## src/rtl/ipsp_pkg.sv

```systemverilog
// Shared types and codes for the inline palette spec parser.
// No dependencies; used by every module in rtl/.
package ipsp_pkg;

	localparam int unsigned MAX_PALETTES = 256;

	localparam logic [1:0] KIND_COLOR = 2'd0;
	localparam logic [1:0] KIND_DONE  = 2'd1;
	localparam logic [1:0] KIND_ERROR = 2'd2;

	localparam logic [2:0] ERR_MISSING_COLOR = 3'd0;
	localparam logic [2:0] ERR_DIGIT_COUNT   = 3'd1;
	localparam logic [2:0] ERR_OVER_FOUR     = 3'd2;
	localparam logic [2:0] ERR_BAD_SEP       = 3'd3;
	localparam logic [2:0] ERR_EXPECT_HASH   = 3'd4;
	localparam logic [2:0] ERR_TOO_MANY_PAL  = 3'd5;

	typedef struct packed {
		logic [1:0] kind;
		logic [7:0] palette_index;
		logic [1:0] slot;
		logic       is_none;
		logic [7:0] red;
		logic [7:0] green;
		logic [7:0] blue;
		logic [8:0] palette_count;
		logic [2:0] error_code;
		logic       last_of_run;
	} result_t;

	// results produced by one accepted input word (0, 1 or 2)
	typedef struct packed {
		logic [1:0] num;
		result_t    r0;
		result_t    r1;
	} push_t;

	function automatic result_t make_color(input logic [7:0] pal, input logic [2:0] slot,
			input logic nn, input logic [7:0] r, input logic [7:0] g, input logic [7:0] b);
		result_t res;
		res = '0;
		res.kind = KIND_COLOR;
		res.palette_index = pal;
		res.slot = slot[1:0];
		res.is_none = nn;
		res.red = r;
		res.green = g;
		res.blue = b;
		return res;
	endfunction

	function automatic result_t make_done(input logic [8:0] count);
		result_t res;
		res = '0;
		res.kind = KIND_DONE;
		res.palette_count = count;
		return res;
	endfunction

	function automatic result_t make_error(input logic [2:0] code);
		result_t res;
		res = '0;
		res.kind = KIND_ERROR;
		res.error_code = code;
		return res;
	endfunction

endpackage

```

## src/rtl/ipsp_core.sv

```systemverilog
// Parser state machine: consumes one character word per accepted cycle and
// produces up to two results. Depends on ipsp_pkg.
module ipsp_core (
	input  logic           clk,
	input  logic           arst_n,
	input  logic           take,
	input  logic [7:0]     char_code,
	input  logic           end_of_text,
	output ipsp_pkg::push_t push
);

	localparam logic [2:0] PH_LEAD        = 3'd0;
	localparam logic [2:0] PH_START       = 3'd1;
	localparam logic [2:0] PH_NONE        = 3'd2;
	localparam logic [2:0] PH_HEX         = 3'd3;
	localparam logic [2:0] PH_AFTER_COLOR = 3'd4;
	localparam logic [2:0] PH_AFTER_COMMA = 3'd5;
	localparam logic [2:0] PH_AFTER_SEMI  = 3'd6;
	localparam logic [2:0] PH_DRAIN       = 3'd7;

	localparam logic [8:0] PAL_LIMIT = 9'(ipsp_pkg::MAX_PALETTES);

	logic [2:0]  phase_q, phase_d;
	logic [1:0]  none_q, none_d;
	logic [2:0]  dcnt_q, dcnt_d;
	logic [23:0] dbuf_q, dbuf_d;
	logic [2:0]  slot_q, slot_d;
	logic [7:0]  pal_q, pal_d;

	logic        is_hex;
	logic [3:0]  hexv;
	logic [7:0]  lc;
	logic        blank, semi;
	logic [7:0]  none_char;

	// separator handling, evaluated as if the phase were sep_phase
	logic [2:0]  sep_phase;
	logic        sep_emit;
	ipsp_pkg::result_t sep_res;
	logic        sep_clear;
	logic [2:0]  sep_phase_d;
	logic [2:0]  sep_slot_d;
	logic [7:0]  sep_pal_d;

	ipsp_pkg::result_t col_res;
	logic        clear;

	always_comb begin
		is_hex = 1'b1;
		hexv = 4'd0;
		if (char_code >= "0" && char_code <= "9") begin
			hexv = 4'(char_code - "0");
		end else if (char_code >= "A" && char_code <= "F") begin
			hexv = 4'(char_code - "A" + 8'd10);
		end else if (char_code >= "a" && char_code <= "f") begin
			hexv = 4'(char_code - "a" + 8'd10);
		end else begin
			is_hex = 1'b0;
		end
		lc = char_code | 8'h20;
		blank = (char_code == " ") || (char_code == 8'h09);
		semi = (char_code == ";") || (char_code == ":");
		case (none_q)
			2'd1:    none_char = "o";
			2'd2:    none_char = "n";
			2'd3:    none_char = "e";
			default: none_char = "n";
		endcase
	end

	always_comb begin
		sep_phase = (phase_q == PH_HEX) ? PH_AFTER_COLOR : phase_q;
		sep_emit = 1'b0;
		sep_res = '0;
		sep_clear = 1'b0;
		sep_phase_d = sep_phase;
		sep_slot_d = slot_q;
		sep_pal_d = pal_q;
		if (end_of_text) begin
			sep_emit = 1'b1;
			sep_res = ipsp_pkg::make_done({1'b0, pal_q} + 9'd1);
			sep_clear = 1'b1;
		end else if (!blank) begin
			case (sep_phase)
				PH_AFTER_COLOR: begin
					if (char_code == ",") begin
						sep_slot_d = slot_q + 3'd1;
						sep_phase_d = PH_AFTER_COMMA;
					end else if (semi) begin
						sep_slot_d = 3'd0;
						sep_phase_d = PH_AFTER_SEMI;
					end else begin
						sep_emit = 1'b1;
						sep_res = ipsp_pkg::make_error(ipsp_pkg::ERR_BAD_SEP);
						sep_phase_d = PH_DRAIN;
					end
				end
				PH_AFTER_COMMA: begin
					if (semi) begin
						sep_slot_d = 3'd0;
						sep_phase_d = PH_AFTER_SEMI;
					end else if (slot_q >= 3'd4) begin
						sep_emit = 1'b1;
						sep_res = ipsp_pkg::make_error(ipsp_pkg::ERR_OVER_FOUR);
						sep_phase_d = PH_DRAIN;
					end else if (char_code == "#") begin
						sep_phase_d = PH_START;
					end else begin
						sep_emit = 1'b1;
						sep_res = ipsp_pkg::make_error(ipsp_pkg::ERR_EXPECT_HASH);
						sep_phase_d = PH_DRAIN;
					end
				end
				default: begin
					if ({1'b0, pal_q} + 9'd1 >= PAL_LIMIT) begin
						sep_emit = 1'b1;
						sep_res = ipsp_pkg::make_error(ipsp_pkg::ERR_TOO_MANY_PAL);
						sep_phase_d = PH_DRAIN;
					end else begin
						sep_pal_d = pal_q + 8'd1;
						sep_slot_d = 3'd0;
						if (char_code == "#") begin
							sep_phase_d = PH_START;
						end else begin
							sep_emit = 1'b1;
							sep_res = ipsp_pkg::make_error(ipsp_pkg::ERR_EXPECT_HASH);
							sep_phase_d = PH_DRAIN;
						end
					end
				end
			endcase
		end
	end

	// color from the finished hex run; three digits replicate each nibble
	always_comb begin
		if (dcnt_q == 3'd3) begin
			col_res = ipsp_pkg::make_color(pal_q, slot_q, 1'b0, {2{dbuf_q[11:8]}},
				{2{dbuf_q[7:4]}}, {2{dbuf_q[3:0]}});
		end else begin
			col_res = ipsp_pkg::make_color(pal_q, slot_q, 1'b0, dbuf_q[23:16],
				dbuf_q[15:8], dbuf_q[7:0]);
		end
	end

	always_comb begin
		phase_d = phase_q;
		none_d = none_q;
		dcnt_d = dcnt_q;
		dbuf_d = dbuf_q;
		slot_d = slot_q;
		pal_d = pal_q;
		clear = 1'b0;
		push = '0;
		case (phase_q)
			PH_LEAD: begin
				if (end_of_text) begin
					push.num = 2'd1;
					push.r0 = ipsp_pkg::make_error(ipsp_pkg::ERR_MISSING_COLOR);
					clear = 1'b1;
				end else begin
					phase_d = PH_START;
				end
			end
			PH_START: begin
				if (end_of_text) begin
					push.num = 2'd1;
					push.r0 = ipsp_pkg::make_error(ipsp_pkg::ERR_MISSING_COLOR);
					clear = 1'b1;
				end else if (lc == "n") begin
					none_d = 2'd1;
					phase_d = PH_NONE;
				end else if (is_hex) begin
					dcnt_d = 3'd1;
					dbuf_d = {20'd0, hexv};
					phase_d = PH_HEX;
				end else begin
					push.num = 2'd1;
					push.r0 = ipsp_pkg::make_error(ipsp_pkg::ERR_MISSING_COLOR);
					phase_d = PH_DRAIN;
				end
			end
			PH_NONE: begin
				if (!end_of_text && lc == none_char) begin
					none_d = none_q + 2'd1;
					if (none_q == 2'd3) begin
						push.num = 2'd1;
						push.r0 = ipsp_pkg::make_color(pal_q, slot_q, 1'b1, 8'd0, 8'd0, 8'd0);
						phase_d = PH_AFTER_COLOR;
					end
				end else begin
					none_d = 2'd0;
					push.num = 2'd1;
					push.r0 = ipsp_pkg::make_error(ipsp_pkg::ERR_MISSING_COLOR);
					clear = end_of_text;
					phase_d = PH_DRAIN;
				end
			end
			PH_HEX: begin
				if (!end_of_text && is_hex) begin
					dbuf_d = {dbuf_q[19:0], hexv};
					dcnt_d = dcnt_q + 3'd1;
					if (dcnt_q == 3'd6) begin
						push.num = 2'd1;
						push.r0 = ipsp_pkg::make_error(ipsp_pkg::ERR_DIGIT_COUNT);
						phase_d = PH_DRAIN;
					end
				end else if (dcnt_q == 3'd3 || dcnt_q == 3'd6) begin
					push.num = sep_emit ? 2'd2 : 2'd1;
					push.r0 = col_res;
					push.r1 = sep_res;
					dcnt_d = 3'd0;
					dbuf_d = 24'd0;
					phase_d = sep_phase_d;
					slot_d = sep_slot_d;
					pal_d = sep_pal_d;
					clear = sep_clear;
				end else begin
					push.num = 2'd1;
					push.r0 = ipsp_pkg::make_error(ipsp_pkg::ERR_DIGIT_COUNT);
					clear = end_of_text;
					phase_d = PH_DRAIN;
				end
			end
			PH_AFTER_COLOR, PH_AFTER_COMMA, PH_AFTER_SEMI: begin
				push.num = sep_emit ? 2'd1 : 2'd0;
				push.r0 = sep_res;
				phase_d = sep_phase_d;
				slot_d = sep_slot_d;
				pal_d = sep_pal_d;
				clear = sep_clear;
			end
			default: begin
				clear = end_of_text;
			end
		endcase
		if (push.num == 2'd2) begin
			push.r1.last_of_run = 1'b1;
		end else if (push.num == 2'd1) begin
			push.r0.last_of_run = 1'b1;
		end
		if (!take) begin
			push.num = 2'd0;
		end
	end

	always_ff @(posedge clk or negedge arst_n) begin
		if (!arst_n) begin
			phase_q <= PH_LEAD;
			none_q <= 2'd0;
			dcnt_q <= 3'd0;
			dbuf_q <= 24'd0;
			slot_q <= 3'd0;
			pal_q <= 8'd0;
		end else if (take) begin
			if (clear) begin
				phase_q <= PH_LEAD;
				none_q <= 2'd0;
				dcnt_q <= 3'd0;
				dbuf_q <= 24'd0;
				slot_q <= 3'd0;
				pal_q <= 8'd0;
			end else begin
				phase_q <= phase_d;
				none_q <= none_d;
				dcnt_q <= dcnt_d;
				dbuf_q <= dbuf_d;
				slot_q <= slot_d;
				pal_q <= pal_d;
			end
		end
	end

endmodule

```

## src/rtl/ipsp_result_queue.sv

```systemverilog
// Four-entry result queue: takes up to two results per cycle, hands out one.
// Depends on ipsp_pkg.
module ipsp_result_queue (
	input  logic              clk,
	input  logic              arst_n,
	input  ipsp_pkg::push_t   push,
	output logic              room,
	output logic              out_valid,
	input  logic              out_ready,
	output ipsp_pkg::result_t head
);

	ipsp_pkg::result_t mem [4];
	logic [1:0] wr_q, rd_q;
	logic [2:0] cnt_q;
	logic       pop;

	assign room = (cnt_q <= 3'd2);
	assign out_valid = (cnt_q != 3'd0);
	assign pop = out_valid && out_ready;
	assign head = mem[rd_q];

	always_ff @(posedge clk) begin
		if (push.num != 2'd0) begin
			mem[wr_q] <= push.r0;
		end
		if (push.num == 2'd2) begin
			mem[wr_q + 2'd1] <= push.r1;
		end
	end

	always_ff @(posedge clk or negedge arst_n) begin
		if (!arst_n) begin
			wr_q <= 2'd0;
			rd_q <= 2'd0;
			cnt_q <= 3'd0;
		end else begin
			wr_q <= wr_q + push.num;
			if (pop) begin
				rd_q <= rd_q + 2'd1;
			end
			cnt_q <= cnt_q + {1'b0, push.num} - {2'd0, pop};
		end
	end

endmodule

```

## src/rtl/inline_palette_spec_parser_top.sv

```systemverilog
// Top level of the inline palette spec parser.
// Depends on ipsp_pkg, ipsp_core and ipsp_result_queue.
//
// Input channel (in_valid/in_ready): one word per character of the spec,
// char_code plus end_of_text; a word with end_of_text set closes the text.
// Output channel (out_valid/out_ready): result words - color entries, then
// one done word with palette_count or one error word with error_code.
// last_of_run marks the final result caused by an input word.
// Throughput: one input word per cycle while in_ready is high. A word that
// yields two results (color plus done/error) fills two queue entries; the parser keeps
// accepting while the four-entry result queue has room for two results.
// Results are registered into the queue and presented in order behind earlier ones.
// Reset: the parser returns to its lead phase (first character taken
// unchecked) and the queue empties. When the receiver stalls, results
// queue up and in_ready drops once fewer than two entries remain free.
module inline_palette_spec_parser_top (
	input  logic       clk,
	input  logic       arst_n,
	input  logic       in_valid,
	output logic       in_ready,
	input  logic [7:0] char_code,
	input  logic       end_of_text,
	output logic       out_valid,
	input  logic       out_ready,
	output logic [1:0] kind,
	output logic [7:0] palette_index,
	output logic [1:0] slot,
	output logic       is_none,
	output logic [7:0] red,
	output logic [7:0] green,
	output logic [7:0] blue,
	output logic [8:0] palette_count,
	output logic [2:0] error_code,
	output logic       last_of_run
);

	ipsp_pkg::push_t   push;
	ipsp_pkg::result_t head;
	logic              room;

	assign in_ready = room;

	ipsp_core u_core (
		.clk         (clk),
		.arst_n      (arst_n),
		.take        (in_valid && room),
		.char_code   (char_code),
		.end_of_text (end_of_text),
		.push        (push)
	);

	ipsp_result_queue u_queue (
		.clk       (clk),
		.arst_n    (arst_n),
		.push      (push),
		.room      (room),
		.out_valid (out_valid),
		.out_ready (out_ready),
		.head      (head)
	);

	assign kind = head.kind;
	assign palette_index = head.palette_index;
	assign slot = head.slot;
	assign is_none = head.is_none;
	assign red = head.red;
	assign green = head.green;
	assign blue = head.blue;
	assign palette_count = head.palette_count;
	assign error_code = head.error_code;
	assign last_of_run = head.last_of_run;

endmodule

```

## config.mk

```make
export PLATFORM = sky130hd
export DESIGN_NAME = inline_palette_spec_parser_top
export DESIGN_NICKNAME = d
export VERILOG_FILES = /design/src/rtl/ipsp_pkg.sv /design/src/rtl/ipsp_core.sv /design/src/rtl/ipsp_result_queue.sv /design/src/rtl/inline_palette_spec_parser_top.sv
export SDC_FILE = /design/constraint.sdc
export NUM_CORES = 1
export LEC_CHECK = 0
export BUFFER_PORTS_ARGS = -buffer_cell sky130_fd_sc_hd__buf_2
export CAP_MARGIN = 10
export CELL_PAD_IN_SITES_DETAIL_PLACEMENT = 0
export CELL_PAD_IN_SITES_GLOBAL_PLACEMENT = 1
export CORE_ASPECT_RATIO = 0.7
export CORE_UTILIZATION = 50
export CTS_CLUSTER_DIAMETER = 200
export DETAILED_ROUTE_END_ITERATION = 16
export GPL_ROUTABILITY_DRIVEN = 0
export PLACE_DENSITY_LB_ADDON = 0.1
export SETUP_SLACK_MARGIN = 0.05
export SYNTH_ARGS = -nofsm -noshare
export SYNTH_HDL_FRONTEND = slang
export SYNTH_SLANG_ARGS = --single-unit
```

## constraint.sdc

```tcl
create_clock -name clk -period 4.2 [get_ports clk]
set_input_delay 0.42 -clock clk [delete_from_list [all_inputs] [get_ports clk]]
set_output_delay 0.42 -clock clk [all_outputs]
set_load 0.01 [all_outputs]
```

[Word level (Yosys, flattened, before mapping)]
Memory sizes are Yosys's and may differ from the RTL's.
Cells that the tools add are included.
Word-level totals
  register bits: 50
  latch bits: 0
  bits in writable memories: 200
  memory bits (read-only): 0
  input port bits: 13
  output and inout port bits: 52
  word-level logic and storage cells: 204
  memories: 1
Memory list
  u_queue.mem: depth 4, bits a word 50, rd ports 1, clocked after Yosys merged registers in 0, wr ports 2, line ipsp_result_queue.sv:13  | ipsp_pkg::result_t mem [4];
Cells by class
  add/sub/neg operators: 15
  $mul: 0
  div/mod/pow operators: 0
  $lt $le $gt $ge: 9
  equal/unequal tests: 33
  shift operators: 0
  multiplexer cells: 112
  bitwise gates (word level): 0
  reduce and logical (&&, ||, !) cells: 25
Operators with widths (number)
  50-bit two-way mux: 11
  52-bit case mux with 5 select lines: 1
  51-bit two-way mux: 5
  52-bit two-way mux: 4
  24-bit two-way mux: 6
  50-bit case mux with 2 select lines: 1
  3-bit two-way mux: 32
  8-bit two-way mux: 7
  24-bit case mux with 2 select lines: 1
  8-bit by 6-bit == test with 1-bit output, second input constant: 5
  37-bit two-way mux: 1
  1-bit two-way mux: 24
  3-bit case mux with 2 select lines: 4
  3-bit == test, second input constant: 6
  8-bit by 7-bit greater-or-equal comparator with 1-bit output, second input constant: 2
  8-bit by 7-bit <= comparator with 1-bit output, second input constant: 2
  8-bit case mux with 2 select lines: 1
  3-bit by 2-bit != test with 1-bit output, second input constant: 5
  3-bit case mux with 5 select lines: 1
  2-bit two-way mux: 6
  4-bit two-way mux: 3
  4-bit by 3-bit != test with 1-bit output, second input constant: 3
  6-bit AND reduction: 2
  3-bit nonzero test: 4
  other kinds (36): 57

[Logic depth before layout (Yosys ltp)]
  word-level depth: 15
  gate-level depth with buffers: 12
  gate-level depth less buffers: 11

[Hierarchy]
From an unflattened synthesis, not the netlist that was laid out.
Unflattened totals
  cell total of the unflattened synthesis: 1030
  area, all modules: 14141.1 um2
Modules (own cells, without submodules)
  ipsp_result_queue: times used 1, cells each 525, area an instance 10341.2 um2, sequential area each 6180.9 um2
  ipsp_core: times used 1, cells each 504, area an instance 3793.6 um2, sequential area each 1076.0 um2
  inline_palette_spec_parser_top: times used 1, cells each 1, area an instance 6.3 um2, sequential area each 0.0 um2

[Worst setup path after synthesis]
OpenSTA, ideal clock, no wires.
  path kind: reg2reg
  from: reg u_core.none_q[0]
  to: mem u_queue.mem[2][0] (netlist name) (enable)
  library setup time: 0.354 ns
  arrival: 2.818 ns
  data required time: 3.846 ns
  setup slack: 1.028 ns
  cell stages (with the launch flop): 9
  path buffers: 1
  period minus slack after synthesis: 3.172 ns
  cell sequence: dfrtp_1 -> ha_1 -> or3b_1 -> a2111oi_1 -> nand2b_1 -> nand4_1 -> o31ai_1 -> buf_2 -> nand2_1
RTL lines
  from (decl): line ipsp_core.sv:24  | logic [1:0] none_q, none_d;
  from (signal assigned): line ipsp_core.sv:265  | none_q <= none_d;
  to (decl): line ipsp_result_queue.sv:13

[Final worst setup path]
  from: reg u_core.none_q[0]
  to: reg u_queue.cnt_q[2]
On the way
  cells in the longest elaborated chain, start to end: 9
  elaborated cells between the ends (all ways): 11
  those cells by class: add/sub: 2; eq/ne: 3; mux: 5; reduce/logical: 1
Ends and longest elaborated chain
  2-bit == test or 2-bit by 1-bit == test with 1-bit output (tied branches): line ipsp_core.sv:63, ipsp_core.sv:186
  4-bit case mux with 2 select lines: line ipsp_core.sv:63  | case (none_q)
  8-bit by 7-bit == test with 1-bit output: line ipsp_core.sv:184  | if (!end_of_text && lc == none_char) begin
  1-bit logical AND: line ipsp_core.sv:184
  51-bit two-way mux (*): line ipsp_core.sv:184
  52-bit case mux with 5 select lines (*): line ipsp_core.sv:155  | case (phase_q)
  2-bit two-way mux (*): line ipsp_core.sv:242  | if (!take) begin
  3-bit by 2-bit adder with 3-bit output (*): line ipsp_result_queue.sv:42  | cnt_q <= cnt_q + {1'b0, push.num} - {2'd0, pop};
  3-bit by 1-bit subtractor with 3-bit output (*): line ipsp_result_queue.sv:42
  to (signal assigned): line ipsp_result_queue.sv:42
  to (decl): line ipsp_result_queue.sv:15  | logic [2:0] cnt_q;
Every way passes the cells marked *; elsewhere a longest branch is shown, timed or not.
A chain may end at the register's enable or synchronous reset.

==> summary.md <==
| Metric | Value |
|---|---|
| Dpl hpwl | `22.90 mm` |
| Crit path DAT | `4180 ps` |
| Crit-path max cell delay | `640 ps` |
| DR vias | `10576` |
| Synthesized area per cell | `10.54 µm²` |
| DR WL/cell | `22.19 µm` |
| H-tree levels | `1` |
| Routed Antenna Nets | `0` |
| CP Data Required Time | `4650 ps` |
| Status | `complete, no violations` |
| Crit path top cell by count | `ha_1` |
| Total grt overflow | `0` |
| Switching share of power | `35.09%` |
| Post-Syn Instances | `1279` |
| Fin nets | `1316` |
| Worst-path clk slew | `60 ps` |
| Slew @ Worst Pin | `1162 ps` |
| Post-route cell area | `15150 µm²` |
| Static Leak | `0.006140 µW` |
| EDFF count, synth | `60` |
| Initial Util | `51.74%` |
| Clock sinks | `250` |
| TritonCTS clock tree | `done` |
| Clock Path Buffers | `3` |
| Area grow syn2layout | `12.41%` |
| Crit Path Max Fanout | `5` |
| Synthesized area | `13480 µm²` |
| Hold Vio Cnt, Final | `0` |
| Post-synthesis register bit count | `250` |
| Non-filler cells, final | `1662` |
| Die width | `198.3 µm` |
| Share of cells above drive strength 1 | `17.62%` |
| Core area | `26060 µm²` |
| Clock buffer count from CTS | `26` |
| Drt total wl | `36.89 mm` |
| Synth warn | `0` |
| Netlist cell types | `69` |
| Antenna diodes | `0` |
| Skew final | `11.66 ps` |
| Starting DRT DRC Count | `861` |
| Startpoint Class | `flip-flop` |
| Post-CTS sizing | `0` |
| Setup TNS Final | `0 ps` |
| Critical-path top delay cell | `a211oi_1` |
| Final setup viols | `0` |
| DIE AREA | `27630 µm²` |
| Comb power frac | `29.5%` |
| All-Layer GR Usage | `26.84%` |
| RSZ-0062 raised after global routing | `false` |
| First-pass GRT wire length | `58.71 mm` |
| Sw Pwr | `2631 µW` |
| DR vias/cell | `6.363` |
| Fin. max-slew vios | `0` |
| Fin crit share | `88.75%` |
| Internal | `4867 µW` |
| I/O Pins | `65` |
| Setup CP Type | `reg -> reg` |
| Asr flop ratio synth | `20.00%` |
| CTS root buffer | `clkbuf_16` |
| Drt first pass iters | `6` |
| Final core utilization | `58.16%` |
| DRC viols | `0` |
| FMAX | `0.2683 GHz` |
| Placed insts | `1613` |
| Peak supply drop | `0.2844 mV` |
| Fill cell total of the finished layout | `2223` |
| Die Y | `139.4 µm` |
| Site Rows | `49` |
| HP Class | `in -> reg` |
| Post-synthesis sequential area ratio | `43.43%` |
| Most used DFF post-synth | `dfxtp_1` |
| Initial antenna violation count | `0` |
| Fin crit period | `3727 ps` |
| Syn Nets | `1310` |
| Sequential power share | `38.2%` |
| Power density over cell area | `494.8 nW/µm²` |
| Max-Slew Margin vs Limit | `22.55%` |
| Worst skew pair latency | `540 ps` |
| IO Port Bufs | `64` |
| MaxCap Viol Count | `0` |
| Vias in the first global route | `10228` |
| Clk pwr share | `32.3%` |
| CP endpoint kind | `flip-flop` |
| Area after DPL | `14240 µm²` |
| Largest net degree at the start of global routing | `139` |
| Cell-by-cell trace of the critical path | `ha_1, or3b_1, a2111oi_1, nand2b_1, nand4_1, a211oi_1, nor2_1, ha_1, fa_1, xnor2_1` |
power groups by stage:
stage          clock, µW  sequential, µW  combinational (µW)
2_1_floorplan          0            2720                1630
3_3_place_gp           0            2910                2200
3_5_place_dp           0            2920                2200
4_1_cts             2460            2870                2210
5_1_grt             2540            2890                2370
6_report            2420            2860                2210
kinds of logic (layout without fill, tap and decap cells):
| logic type | count (synthesis) | after routing | share of synthesized area (%) |
|---|---|---|---|
| AOI/OAI and AO/OA | 340 | 340 | 18.18 |
| xor gates and xnor gates | 15 | 15 | 0.9745 |
| adders and majority gates | 18 | 18 | 1.726 |
| buffers and inverters | 173 | 199 | 4.974 |
| DFF | 250 | 250 | 43.43 |
| muxes | 221 | 221 | 21.15 |
| and+or+nand+nor | 262 | 262 | 9.559 |
synthesized netlist by cell type, drive strengths merged, types with 17 or more instances:
master	n	share of area (%)
o21ai	48	1.8
dfrtp	50	9.3
nand2	86	2.4
and2	24	1.1
mux4	50	8.4
o311ai	17	1.1
nor2	52	1.4
o31ai	188	10
inv	40	1.1
edfxtp	60	13
mux2i	160	12
clkbuf	102	2.8
nor3	25	0.93
a21oi	21	0.78
ha	17	1.6
nand3	21	0.78
buf	31	1.0
dfxtp	140	21
timing repair:
| action | CTS | global route |
|---|---|---|
| setup endpoints to repair | 0 | 0 |
| endpoints found under the hold margin | 23 | 0 |
| setup buffers | 0 | 0 |
| hold buffers | 1 | 0 |
layout by cell type (no fill, tap or decap), types with 4 or more instances in the layout:
| cell | Yosys | final |
|---|---|---|
| nand4_1 | 7 | 7 |
| o2bb2ai_1 | 4 | 4 |
| buf_2 | 17 | 64 |
| clkbuf_16 | 0 | 27 |
| o21ai_0 | 37 | 37 |
| mux2i_1 | 160 | 160 |
| dfrtp_1 | 50 | 48 |
| o21ai_1 | 11 | 11 |
| and2_1 | 23 | 23 |
| o211ai_1 | 14 | 14 |
| edfxtp_1 | 60 | 60 |
| a21o_1 | 5 | 5 |
| nand3b_1 | 6 | 6 |
| dfxtp_1 | 140 | 140 |
| clkbuf_8 | 0 | 7 |
| nand2b_1 | 7 | 7 |
| mux2_2 | 9 | 9 |
| mux4_2 | 50 | 50 |
| o31a_1 | 5 | 5 |
| and3_1 | 6 | 5 |
| and4_1 | 4 | 4 |
| xor2_1 | 7 | 7 |
| xnor2_1 | 8 | 8 |
| o31ai_1 | 188 | 184 |
| o311ai_0 | 17 | 17 |
| nor3_1 | 25 | 25 |
| nor2_1 | 52 | 52 |
| a211oi_1 | 6 | 6 |
| a21oi_1 | 21 | 19 |
| nand2_1 | 86 | 85 |
| nand3_1 | 21 | 19 |
| buf_4 | 0 | 41 |
| o22ai_1 | 4 | 4 |
| clkbuf_1 | 102 | 7 |
| o31ai_4 | 0 | 4 |
| inv_1 | 39 | 39 |
| ha_1 | 17 | 17 |
| buf_12 | 0 | 5 |
sequential cells by signal, indices dropped and copies added, names as in the netlist:
register        count
u_queue.mem       200
u_core.dcnt_q       3
u_queue.cnt_q       3
u_queue.wr_q        2
u_core.slot_q       3
u_core.dbuf_q      24
u_core.pal_q        8
u_queue.rd_q        2
u_core.phase_q      3
u_core.none_q       2
critical path, delay by kind of cell (launching register included):
| family | cells | cell delay [ps] |
|---|---|---|
| AO/OA/AOI/OAI | 2 | 1190 |
| XOR/XNOR | 1 | 180 |
| AND/OR/NAND/NOR | 4 | 1040 |
| flip-flops | 1 | 420 |
| adder cells (fa/ha/maj) | 3 | 820 |
path summary, 6_finish.rpt:
check                                   startpoint                 end  slack (ps)  depth (start not counted)
min in group asynchronous                   arst_n    u_core.dcnt_q[2]         430                          2
worst min register to register  u_queue.mem[3][27]  u_queue.mem[3][27]         470                          2
worst min-delay path                     out_ready     u_queue.rd_q[0]         330                          3
worst max-delay path              u_core.none_q[0]    u_queue.cnt_q[2]         470                         10
max in group asynchronous                   arst_n     u_queue.rd_q[1]        2890                          3
worst max register to register    u_core.none_q[0]    u_queue.cnt_q[2]         470                         10
layout make-up:
type / instances / area (µm²) / area share [%]
Inverter: 40 / 150.1 / 0.9908
Multi-Input combinational cell: 856 / 7056 / 46.56
Sequential cell: 250 / 5861 / 38.67
Clock buffer: 43 / 813.3 / 5.367
Timing Repair Buffer: 111 / 738.2 / 4.871
Clock inverter: 5 / 90.09 / 0.5945
Tap cell: 357 / 446.7 / 2.947
per-layer routing:
metal  track usage [%]  wire length [µm]  part of all wire [%]  vias to the layer above
met2             39.80             16140                    44                      342
met3             3.345              2102                   5.7                       43
met4             4.937               573                   1.6                        0
li1                  -                 -                     -                     4909
met1             41.86             18060                    49                     5282
met5                 0                 0                     0                        -
stage by stage:
stage / setup WS, ps / total power, µW / hold slack (ps)
2_1_floorplan: 1028 / 4342 / 124.4
3_3_place_gp: 619.3 / 5101 / 454.7
3_5_place_dp: 495.5 / 5119 / 462.3
4_1_cts: 532.3 / 7529 / 337.6
5_1_grt: 282.6 / 7809 / 334.2
6_report: 472.6 / 7498 / 332.4
No activity file was read; power rests on OpenSTA's default activity.
